**config.mk**
```make
export PLATFORM = sky130hd
export DESIGN_NAME = flashlight_mode_controller_flat
export DESIGN_NICKNAME = d
export VERILOG_FILES = /design/src/sv/fmc_pkg.sv /design/src/sv/fmc_if.sv /design/src/sv/fmc_cfg_regs.sv /design/src/sv/fmc_mode_core.sv /design/src/sv/flashlight_mode_controller.sv /design/src/flat_wrapper.sv
export SDC_FILE = /design/constraint.sdc
export NUM_CORES = 1
export LEC_CHECK = 0
export ABC_AREA = 1
export BUFFER_PORTS_ARGS = -buffer_cell sky130_fd_sc_hd__buf_4
export CAP_MARGIN = 40
export CORE_MARGIN = 8
export CORE_UTILIZATION = 43
export CTS_BUF_LIST = sky130_fd_sc_hd__clkbuf_8
export DETAILED_ROUTE_END_ITERATION = 8
export GPL_TIMING_DRIVEN = 0
export SYNTH_ARGS = -nofsm -noshare
export SYNTH_HDL_FRONTEND = slang
export SYNTH_SLANG_ARGS = --single-unit
```
**constraint.sdc**
```tcl
create_clock -name clk -period 4.3 [get_ports clk]
set_input_delay 0.215 -clock clk [delete_from_list [all_inputs] [get_ports clk]]
set_output_delay 0.215 -clock clk [all_outputs]
set_load 0.03 [all_outputs]
```
**src/sv/fmc_pkg.sv**
```systemverilog
// Shared types, constants and the mode decode for the light mode controller.
`default_nettype none

package fmc_pkg;

    localparam int CFG_INDEX_W = 3;
    localparam int CFG_DATA_W  = 8;

    typedef enum logic [CFG_INDEX_W-1:0] {
        CFG_SHORT_THRESHOLD  = 3'd0,
        CFG_MEDIUM_THRESHOLD = 3'd1,
        CFG_LOW_BATTERY      = 3'd2,
        CFG_MEMORY_ENABLE    = 3'd3,
        CFG_TURBO_LIMIT      = 3'd4
    } cfg_index_t;

    typedef enum logic [1:0] {
        OP_POWER_ON = 2'd0,
        OP_TICK     = 2'd1,
        OP_BATTERY  = 2'd2
    } op_t;

    typedef enum logic [1:0] {
        PAT_SOLID  = 2'd0,
        PAT_STROBE = 2'd1,
        PAT_BIKE   = 2'd2,
        PAT_BATT   = 2'd3
    } pattern_t;

    // Low two bits of a blinky kind are its pattern code
    typedef enum logic [2:0] {
        KIND_SOLID  = 3'd0,
        KIND_STROBE = 3'd1,
        KIND_BIKE   = 3'd2,
        KIND_BATT   = 3'd3,
        KIND_TURBO  = 3'd4
    } kind_t;

    typedef struct packed {
        logic [7:0] short_threshold;
        logic [7:0] medium_threshold;
        logic [7:0] low_battery_level;
        logic       memory_enable;
        logic [7:0] turbo_limit;
    } cfg_t;

    localparam cfg_t CFG_RESET = '{
        short_threshold:   8'd190,
        medium_threshold:  8'd94,
        low_battery_level: 8'd125,
        memory_enable:     1'b0,
        turbo_limit:       8'd90
    };

    typedef struct packed {
        logic [1:0] op;
        logic [7:0] cap_level;
        logic [7:0] battery_level;
    } item_t;

    typedef struct packed {
        logic [3:0] mode_index;
        logic [7:0] main_level;
        logic [7:0] alt_level;
        logic       fast_pwm;
        logic [1:0] pattern;
        logic       save_request;
        logic       shutdown;
    } result_t;

    typedef struct packed {
        logic [7:0] main_level;
        logic [7:0] alt_level;
        logic       fast_pwm;
        logic [1:0] pattern;
        logic       turbo;
    } mode_look_t;

    // Low battery in any hidden mode drops to this solid mode
    localparam logic [3:0] MODE_LOW_BATT_HIDDEN = 4'd2;

    localparam logic [7:0] MAIN_LEVELS [16] = '{
        8'd0, 8'd0, 8'd0, 8'd7, 8'd56, 8'd137, 8'd255, 8'd0,
        8'd0, 8'd0, 8'd0, 8'd0, 8'd0, 8'd0, 8'd0, 8'd0
    };

    localparam logic [7:0] ALT_LEVELS [16] = '{
        8'd3, 8'd20, 8'd110, 8'd255, 8'd255, 8'd255, 8'd0, 8'd0,
        8'd0, 8'd0, 8'd0, 8'd0, 8'd0, 8'd0, 8'd0, 8'd0
    };

    // Bit n set: solid mode n runs fast PWM
    localparam logic [15:0] FAST_PWM_MASK = 16'b0000_0000_0011_1110;

    localparam kind_t HIDDEN_KINDS [8] = '{
        KIND_BIKE, KIND_BATT, KIND_STROBE, KIND_TURBO,
        KIND_TURBO, KIND_TURBO, KIND_TURBO, KIND_TURBO
    };

    function automatic mode_look_t describe_mode(logic [3:0] mode, logic [3:0] solid_n);
        mode_look_t look;
        kind_t      kind;
        logic [3:0] hidden_off;
        look       = '0;
        kind       = KIND_SOLID;
        hidden_off = mode - solid_n;
        if (mode < solid_n)
        begin
            look.main_level = MAIN_LEVELS[mode];
            look.alt_level  = ALT_LEVELS[mode];
            look.fast_pwm   = FAST_PWM_MASK[mode];
        end
        else
        begin
            kind = HIDDEN_KINDS[hidden_off[2:0]];
            if (kind == KIND_TURBO)
                look.main_level = 8'hFF;
            else
                look.pattern = kind[1:0];
        end
        if (look.main_level == 8'd0 && look.alt_level == 8'd0)
            look.fast_pwm = 1'b0;
        look.turbo = (look.pattern == PAT_SOLID) && (look.main_level == 8'hFF);
        return look;
    endfunction

endpackage

`default_nettype wire

```
**src/sv/fmc_if.sv**
```systemverilog
// Request and result channel interfaces of the light mode controller.
`default_nettype none

interface fmc_item_if;
    logic       valid;
    logic       ready;
    logic [1:0] op;
    logic [7:0] cap_level;
    logic [7:0] battery_level;

    modport source (output valid, output op, output cap_level, output battery_level,
                    input ready);
    modport sink   (input valid, input op, input cap_level, input battery_level,
                    output ready);
endinterface

interface fmc_result_if;
    logic       valid;
    logic       ready;
    logic [3:0] mode_index;
    logic [7:0] main_level;
    logic [7:0] alt_level;
    logic       fast_pwm;
    logic [1:0] pattern;
    logic       save_request;
    logic       shutdown;

    modport source (output valid, output mode_index, output main_level, output alt_level,
                    output fast_pwm, output pattern, output save_request,
                    output shutdown, input ready);
    modport sink   (input valid, input mode_index, input main_level, input alt_level,
                    input fast_pwm, input pattern, input save_request,
                    input shutdown, output ready);
endinterface

`default_nettype wire

```
**src/sv/fmc_cfg_regs.sv**
```systemverilog
// Configuration register file, write only.
`default_nettype none

module fmc_cfg_regs
    import fmc_pkg::*;
(
    input  wire logic                   clk,
    input  wire logic                   rst_n,
    input  wire logic                   cfg_we,
    input  wire logic [CFG_INDEX_W-1:0] cfg_index,
    input  wire logic [CFG_DATA_W-1:0]  cfg_wdata,
    output cfg_t                        cfg
);

    cfg_t cfg_reg;

    always_ff @(posedge clk or negedge rst_n)
    begin
        if (!rst_n)
        begin
            cfg_reg <= CFG_RESET;
        end
        else if (cfg_we)
        begin
            case (cfg_index)
                CFG_SHORT_THRESHOLD:  cfg_reg.short_threshold   <= cfg_wdata;
                CFG_MEDIUM_THRESHOLD: cfg_reg.medium_threshold  <= cfg_wdata;
                CFG_LOW_BATTERY:      cfg_reg.low_battery_level <= cfg_wdata;
                CFG_MEMORY_ENABLE:    cfg_reg.memory_enable     <= cfg_wdata[0];
                CFG_TURBO_LIMIT:      cfg_reg.turbo_limit       <= cfg_wdata;
                default: ;
            endcase
        end
    end

    assign cfg = cfg_reg;

endmodule

`default_nettype wire

```
**src/sv/fmc_mode_core.sv**
```systemverilog
// Mode state, counters and the single-pass next-mode and result decode.
`default_nettype none

module fmc_mode_core
    import fmc_pkg::*;
#(
    parameter int SOLID_COUNT        = 7,
    parameter int HIDDEN_COUNT       = 4,
    parameter int LOW_SAMPLES_NEEDED = 8
)
(
    input  wire logic clk,
    input  wire logic rst_n,
    input  cfg_t      cfg,
    input  wire logic step,
    input  item_t     item,
    output result_t   res
);

    localparam logic [3:0] SOLID_N        = 4'(SOLID_COUNT);
    localparam logic [3:0] LAST_MODE      = 4'(SOLID_COUNT + HIDDEN_COUNT - 1);
    localparam logic [3:0] TURBO_FALLBACK = 4'(SOLID_COUNT - 2);
    localparam logic [3:0] LOW_N          = 4'(LOW_SAMPLES_NEEDED);

    logic [3:0] mode_reg, mode_next;
    logic [7:0] tick_count_reg, tick_count_next;
    logic [3:0] low_sample_count_reg, low_sample_count_next;

    mode_look_t cur_look, new_look;
    logic [4:0] mode_inc;
    logic [7:0] tick_inc;
    logic [3:0] low_cnt;
    logic       save;
    logic       shut;

    assign cur_look = describe_mode(mode_reg, SOLID_N);
    assign mode_inc = {1'b0, mode_reg} + 5'd1;
    assign tick_inc = tick_count_reg + 8'd1;

    always_comb
    begin
        mode_next             = mode_reg;
        tick_count_next       = tick_count_reg;
        low_sample_count_next = low_sample_count_reg;
        low_cnt               = '0;
        save                  = 1'b0;
        shut                  = 1'b0;
        case (item.op)
            OP_POWER_ON:
            begin
                tick_count_next       = '0;
                low_sample_count_next = '0;
                save                  = 1'b1;
                if (item.cap_level > cfg.short_threshold)
                begin
                    mode_next = (mode_inc >= {1'b0, SOLID_N}) ? 4'd0 : mode_inc[3:0];
                end
                else if (item.cap_level > cfg.medium_threshold)
                begin
                    // first hidden mode returns to 0, mode 0 wraps to last hidden
                    if (mode_reg == SOLID_N)
                        mode_next = 4'd0;
                    else if (mode_reg != 4'd0)
                        mode_next = mode_reg - 4'd1;
                    else
                        mode_next = LAST_MODE;
                end
                else if (!cfg.memory_enable)
                begin
                    mode_next = 4'd0;
                end
            end
            OP_TICK:
            begin
                if (cur_look.pattern == PAT_SOLID)
                begin
                    tick_count_next = tick_inc;
                    if (tick_inc > cfg.turbo_limit && cur_look.turbo)
                    begin
                        mode_next = TURBO_FALLBACK;
                        save      = 1'b1;
                    end
                end
            end
            OP_BATTERY:
            begin
                low_cnt = (item.battery_level < cfg.low_battery_level)
                          ? low_sample_count_reg + 4'd1 : 4'd0;
                low_sample_count_next = low_cnt;
                if (low_cnt >= LOW_N)
                begin
                    if (mode_reg >= SOLID_N)
                        mode_next = MODE_LOW_BATT_HIDDEN;
                    else if (mode_reg != 4'd0)
                        mode_next = mode_reg - 4'd1;
                    else
                        shut = 1'b1;
                    save                  = 1'b1;
                    low_sample_count_next = '0;
                end
            end
            default: ;
        endcase
    end

    assign new_look = describe_mode(mode_next, SOLID_N);

    always_comb
    begin
        res.mode_index   = mode_next;
        res.main_level   = shut ? 8'd0 : new_look.main_level;
        res.alt_level    = shut ? 8'd0 : new_look.alt_level;
        res.fast_pwm     = shut ? 1'b0 : new_look.fast_pwm;
        res.pattern      = shut ? PAT_SOLID : new_look.pattern;
        res.save_request = save;
        res.shutdown     = shut;
    end

    always_ff @(posedge clk or negedge rst_n)
    begin
        if (!rst_n)
        begin
            mode_reg             <= '0;
            tick_count_reg       <= '0;
            low_sample_count_reg <= '0;
        end
        else if (step)
        begin
            mode_reg             <= mode_next;
            tick_count_reg       <= tick_count_next;
            low_sample_count_reg <= low_sample_count_next;
        end
    end

    a_mode_in_range: assert property (@(posedge clk) disable iff (!rst_n)
        mode_reg <= LAST_MODE)
        else $error("mode beyond last hidden mode");

    a_low_count_below_limit: assert property (@(posedge clk) disable iff (!rst_n)
        low_sample_count_reg < LOW_N)
        else $error("low battery count not cleared at limit");

    a_state_holds_when_idle: assert property (@(posedge clk) disable iff (!rst_n)
        !step |=> $stable(mode_reg) && $stable(tick_count_reg))
        else $error("state changed without a request");

endmodule

`default_nettype wire

```
**src/sv/flashlight_mode_controller.sv**
```systemverilog
// Light mode controller top level: request register, mode core, result register.
//
// One request per clock cycle is taken while ready is high and each gives one
// result: the request is captured in an input register, the mode core decodes
// it against the mode and counter state in one pass and the result lands in
// the output register while the state is updated. A waiting result does not
// block the next request, which is held in the input register; only when both
// registers are full and the result is not taken does ready drop.
// Configuration writes take effect on the next cycle and should only be made
// while no request is in flight.
`default_nettype none

module flashlight_mode_controller
    import fmc_pkg::*;
#(
    parameter int SOLID_COUNT        = 7,
    parameter int HIDDEN_COUNT       = 4,
    parameter int LOW_SAMPLES_NEEDED = 8
)
(
    input  wire logic                   clk,
    input  wire logic                   rst_n,
    input  wire logic                   cfg_we,
    input  wire logic [CFG_INDEX_W-1:0] cfg_index,
    input  wire logic [CFG_DATA_W-1:0]  cfg_wdata,
    fmc_item_if.sink                    item,
    fmc_result_if.source                result
);

    cfg_t    cfg;
    result_t core_res;

    logic    in_valid_reg;
    item_t   in_item_reg;
    logic    out_valid_reg;
    result_t out_res_reg;

    logic    advance;
    logic    accept;

    assign advance    = in_valid_reg && (!out_valid_reg || result.ready);
    assign item.ready = !in_valid_reg || advance;
    assign accept     = item.valid && item.ready;

    fmc_cfg_regs u_cfg_regs (
        .clk       (clk),
        .rst_n     (rst_n),
        .cfg_we    (cfg_we),
        .cfg_index (cfg_index),
        .cfg_wdata (cfg_wdata),
        .cfg       (cfg)
    );

    fmc_mode_core #(
        .SOLID_COUNT        (SOLID_COUNT),
        .HIDDEN_COUNT       (HIDDEN_COUNT),
        .LOW_SAMPLES_NEEDED (LOW_SAMPLES_NEEDED)
    ) u_mode_core (
        .clk   (clk),
        .rst_n (rst_n),
        .cfg   (cfg),
        .step  (advance),
        .item  (in_item_reg),
        .res   (core_res)
    );

    always_ff @(posedge clk or negedge rst_n)
    begin
        if (!rst_n)
        begin
            in_valid_reg  <= 1'b0;
            out_valid_reg <= 1'b0;
        end
        else
        begin
            if (accept)
                in_valid_reg <= 1'b1;
            else if (advance)
                in_valid_reg <= 1'b0;

            if (advance)
                out_valid_reg <= 1'b1;
            else if (result.ready)
                out_valid_reg <= 1'b0;
        end
    end

    always_ff @(posedge clk)
    begin
        if (accept)
        begin
            in_item_reg.op            <= item.op;
            in_item_reg.cap_level     <= item.cap_level;
            in_item_reg.battery_level <= item.battery_level;
        end
        if (advance)
            out_res_reg <= core_res;
    end

    assign result.valid        = out_valid_reg;
    assign result.mode_index   = out_res_reg.mode_index;
    assign result.main_level   = out_res_reg.main_level;
    assign result.alt_level    = out_res_reg.alt_level;
    assign result.fast_pwm     = out_res_reg.fast_pwm;
    assign result.pattern      = out_res_reg.pattern;
    assign result.save_request = out_res_reg.save_request;
    assign result.shutdown     = out_res_reg.shutdown;

    a_advance_fills_output: assert property (@(posedge clk) disable iff (!rst_n)
        advance |=> out_valid_reg)
        else $error("decoded request lost before output register");

    a_stalled_request_held: assert property (@(posedge clk) disable iff (!rst_n)
        in_valid_reg && !advance |=> in_valid_reg && $stable(in_item_reg))
        else $error("pending request dropped or changed while stalled");

    a_shutdown_is_dark: assert property (@(posedge clk) disable iff (!rst_n)
        out_valid_reg && out_res_reg.shutdown |->
            out_res_reg.mode_index == 4'd0 && out_res_reg.save_request
            && out_res_reg.main_level == 8'd0 && out_res_reg.alt_level == 8'd0)
        else $error("shutdown result not dark at mode 0");

endmodule

`default_nettype wire

```
**src/flat_wrapper.sv**
```systemverilog
// flat-port wrapper written by rule: the top's interface ports become plain ports
module flashlight_mode_controller_flat import fmc_pkg::*;
#(
    parameter int SOLID_COUNT        = 7,
    parameter int HIDDEN_COUNT       = 4,
    parameter int LOW_SAMPLES_NEEDED = 8
)
  (clk, rst_n, cfg_we, cfg_index, cfg_wdata, item_valid, item_op, item_cap_level, item_battery_level, item_ready, result_valid, result_mode_index, result_main_level, result_alt_level, result_fast_pwm, result_pattern, result_save_request, result_shutdown, result_ready);
  fmc_item_if item_i ();
  fmc_result_if result_i ();
  input  wire logic clk;
  input  wire logic rst_n;
  input  wire logic cfg_we;
  input  wire logic [CFG_INDEX_W-1:0] cfg_index;
  input  wire logic [CFG_DATA_W-1:0] cfg_wdata;
  input wire logic [$bits(item_i.valid)-1:0] item_valid;
  input wire logic [$bits(item_i.op)-1:0] item_op;
  input wire logic [$bits(item_i.cap_level)-1:0] item_cap_level;
  input wire logic [$bits(item_i.battery_level)-1:0] item_battery_level;
  output wire logic [$bits(item_i.ready)-1:0] item_ready;
  output wire logic [$bits(result_i.valid)-1:0] result_valid;
  output wire logic [$bits(result_i.mode_index)-1:0] result_mode_index;
  output wire logic [$bits(result_i.main_level)-1:0] result_main_level;
  output wire logic [$bits(result_i.alt_level)-1:0] result_alt_level;
  output wire logic [$bits(result_i.fast_pwm)-1:0] result_fast_pwm;
  output wire logic [$bits(result_i.pattern)-1:0] result_pattern;
  output wire logic [$bits(result_i.save_request)-1:0] result_save_request;
  output wire logic [$bits(result_i.shutdown)-1:0] result_shutdown;
  input wire logic [$bits(result_i.ready)-1:0] result_ready;
  assign item_i.valid = item_valid;
  assign item_i.op = item_op;
  assign item_i.cap_level = item_cap_level;
  assign item_i.battery_level = item_battery_level;
  assign item_ready = item_i.ready;
  assign result_valid = result_i.valid;
  assign result_mode_index = result_i.mode_index;
  assign result_main_level = result_i.main_level;
  assign result_alt_level = result_i.alt_level;
  assign result_fast_pwm = result_i.fast_pwm;
  assign result_pattern = result_i.pattern;
  assign result_save_request = result_i.save_request;
  assign result_shutdown = result_i.shutdown;
  assign result_i.ready = result_ready;
  flashlight_mode_controller #(.SOLID_COUNT(SOLID_COUNT), .HIDDEN_COUNT(HIDDEN_COUNT), .LOW_SAMPLES_NEEDED(LOW_SAMPLES_NEEDED)) u_core (.clk(clk), .rst_n(rst_n), .cfg_we(cfg_we), .cfg_index(cfg_index), .cfg_wdata(cfg_wdata), .item(item_i), .result(result_i));
endmodule
```
==> metrics <==
core area=0.0119 mm²; FF+latch count, synth=90; Ys Warns=0; Post-synth ARST share=0.567; Tcrit/Tclk final=0.842; CTS tree=built; final hold viol count=0; Buffers on Ports=60; Filler cells=1085; Met1 Wirelength=4860 µm; slowest cell on the critical path=dfrtp_1; Worst-Margin Slew=0.687 ns; status=finished, final reports clean; syn_area_per_cell=8.84 µm²; pre-CTS WS=0.688 ns; # rows=40; CP Class=reg -> reg; I/O pin total=61; Highest Signal Layer=met4; r2r setup slk=0.68 ns; R2R Path End=u_core.result.main_level[0]$_SDFFCE_PP0P_; initial antenna violation count=0; Setup crit end kind=flip-flop; Antenna diodes=0; number of CTS-inserted buffers=9; max_slew headroom=0.541; Sinks on Clock Net=90; cell mode on critical path=nand2_1; routed via count=3968; buffer depth of the longest clock path=2; Unique masters post-synth=40; syn_nets=664; Worst Path Required=4.44 ns; worst setup margin=0.679 ns; routed length on met2=5500 µm; TritonRoute pass-1 iters=4; die height=126 µm; worst path cell trace=ha_1, nand3_1, nor2_1, nand2_1, xor2_1, inv_1, ha_1, nand2_1, nor2_1, nand2_1, nand2_1, nor2_2, nand2_2, nand4_1, nand3_1, inv_1, ha_1, inv_1, nand3_1, nand2_2, nand2_1, nand2_2, nand3_1; CTS HTree Levels=3; crit-path max cell delay=0.44 ns; routability congestion estimate=0.895; Util after Layout=0.523; Max-Cap Viols=0; Cell Area, Placed=0.00583 mm²; Pwr per Cell Area=557 mW/mm²; leading cell type in the layout, fill and taps excluded=nand2_1; Syn-to-layout area delta=20.2%; CTS Root Cell=clkbuf_8; hold endpoint=u_core.in_valid_reg$_DFFE_PN0P_; Max FO, Critical Path=5; Post-synth EDFFs=39; hold path startpoint=item_valid; fraction of the yosys area taken by sequential cells=0.479; total track usage=0.149; Final TNS setup=0 ns; DP HPWL=8630 µm; startpoint types=flip-flop; R2R cell count=23; post-route cell area=0.00621 mm²; Worst-Skew Late Latency=0.39 ns; DRC viols=0; max FFs per register=33; most common flop cell mapped by yosys=edfxtp_1; Hold Path Depth=3; GRT Residual Overflow=0; min-delay worst type=in -> reg; Layout Skew=0.0109 ns; share of layout cells above drive strength 1=0.206; Via-to-Cell Ratio=4.80; Post-CTS Repair Setup Buffers=0; routed wire length=11200 µm; Final nets=755; leakage power=3.10 nW; wire length of the first global-routing pass=18900 µm; vias in the first global route=4000; VDD IR max=223 µV; FMAX=0.276 GHz; DRT iter0 DRCs=153; RSZ-0062 raised after global routing=false; clk slew on worst S/H paths=0.09 ns; Cells after Synth=584; Final min period=3.62 ns; Worst R2R Start=u_core.u_mode_core.tick_count_reg[0]$_DFFE_PN0P_; Initial Util=0.435; die area=0.0158 mm²; commonest cells after routing, fill and taps aside=nand2_1 (141), inv_1 (93), buf_4 (65); average wire per standard cell=13.5 µm; Die Width=126 µm; Arr. time, crit path=3.77 ns; Post-Syn Area=0.00516 mm²; final setup fails=0; metal3 WL=515 µm; Pins Over Slew Limit=0; ANT nets after route=0; largest net degree at the start of global routing=52
## report_power, final
| part | switching [mW] | total [mW] | internal (mW) |
|---|---|---|---|
| sequential | 0.112 | 1.28 | 1.17 |
| combinational | 0.985 | 1.59 | 0.610 |
| clock | 0.320 | 0.588 | 0.268 |
| total | 1.42 | 3.46 | 2.04 |
## Yosys cell counts, types with 10 or more instances
library cell / count / share of area
nand4_1: 11 / 0.013
o21ai_0: 46 / 0.045
dfstp_2: 21 / 0.11
inv_1: 93 / 0.068
dfrtp_1: 30 / 0.15
nor2_1: 37 / 0.027
nand2_2: 10 / 0.012
ha_1: 46 / 0.11
nand2_1: 141 / 0.10
a21oi_1: 12 / 0.012
edfxtp_1: 39 / 0.23
nand3_1: 31 / 0.030
## area by class of cell
type | count | area, µm² | share of cell area
Timing Repair Buffer | 80 | 668 | 0.108
Tap cell | 147 | 184 | 0.0296
Buffer | 13 | 83.8 | 0.0135
Clock buffer | 9 | 124 | 0.0200
Sequential cell | 90 | 2470 | 0.398
Clock inverter | 7 | 67.6 | 0.0109
Inverter | 98 | 368 | 0.0593
Multi-Input combinational cell | 383 | 2240 | 0.361
## worst max path at each step
stage	end	from	slack (ns)	depth (start not counted)
2_1_floorplan	u_core.result.main_level[0]$_SDFFCE_PP0P_	u_core.u_mode_core.tick_count_reg[0]$_DFFE_PN0P_	1.23	23
3_3_place_gp	u_core.result.main_level[0]$_SDFFCE_PP0P_	u_core.u_mode_core.tick_count_reg[0]$_DFFE_PN0P_	0.75	23
3_5_place_dp	u_core.result.main_level[0]$_SDFFCE_PP0P_	u_core.u_mode_core.tick_count_reg[0]$_DFFE_PN0P_	0.69	23
4_1_cts	u_core.result.main_level[0]$_SDFFCE_PP0P_	u_core.u_mode_core.tick_count_reg[0]$_DFFE_PN0P_	0.65	23
5_1_grt	u_core.result.main_level[0]$_SDFFCE_PP0P_	u_core.u_mode_core.tick_count_reg[0]$_DFFE_PN0P_	0.33	23
6_report	u_core.result.main_level[0]$_SDFFCE_PP0P_	u_core.u_mode_core.tick_count_reg[0]$_DFFE_PN0P_	0.68	23
## through the flow
| stage | cells | hold WS (ns) | total power, mW |
|---|---|---|---|
| after floorplan | 584 | -0.0806 | 2.43 |
| after global placement | 791 | 0.284 | 2.83 |
| after detailed placement | 792 | 0.290 | 2.89 |
| after CTS | 827 | 0.0285 | 3.49 |
| after global routing | 827 | 0.0359 | 3.73 |
| final | 827 | 0.0384 | 3.46 |
## cells by family after synthesis
| group | synth area share |
|---|---|
| compound gates | 0.0838 |
| simple gates | 0.225 |
| xor+xnor | 0.0136 |
| flops | 0.479 |
| buf+inv | 0.0874 |
| fa+ha+maj | 0.111 |
## worst max-delay path: cells and delay by family (launching register included)
family | cells | cell delay (ns)
simple gates | 16 | 1.61
fa+ha+maj | 3 | 0.79
buf+inv | 3 | 0.32
xor+xnor | 1 | 0.20
flops | 1 | 0.44
## routing by layer
layer / global-route usage / up-vias
met5: 0 / -
met3: 0.0361 / 21
met4: 0.0774 / 0
li1: - / 2070
met1: 0.167 / 1797
met2: 0.256 / 80
## repair_timing
action / CTS / global route
hold endpoints to repair: 48 / 0
resized for setup: 0 / 0
hold buffers: 19 / 0
No activity file was read; power rests on OpenSTA's default activity.
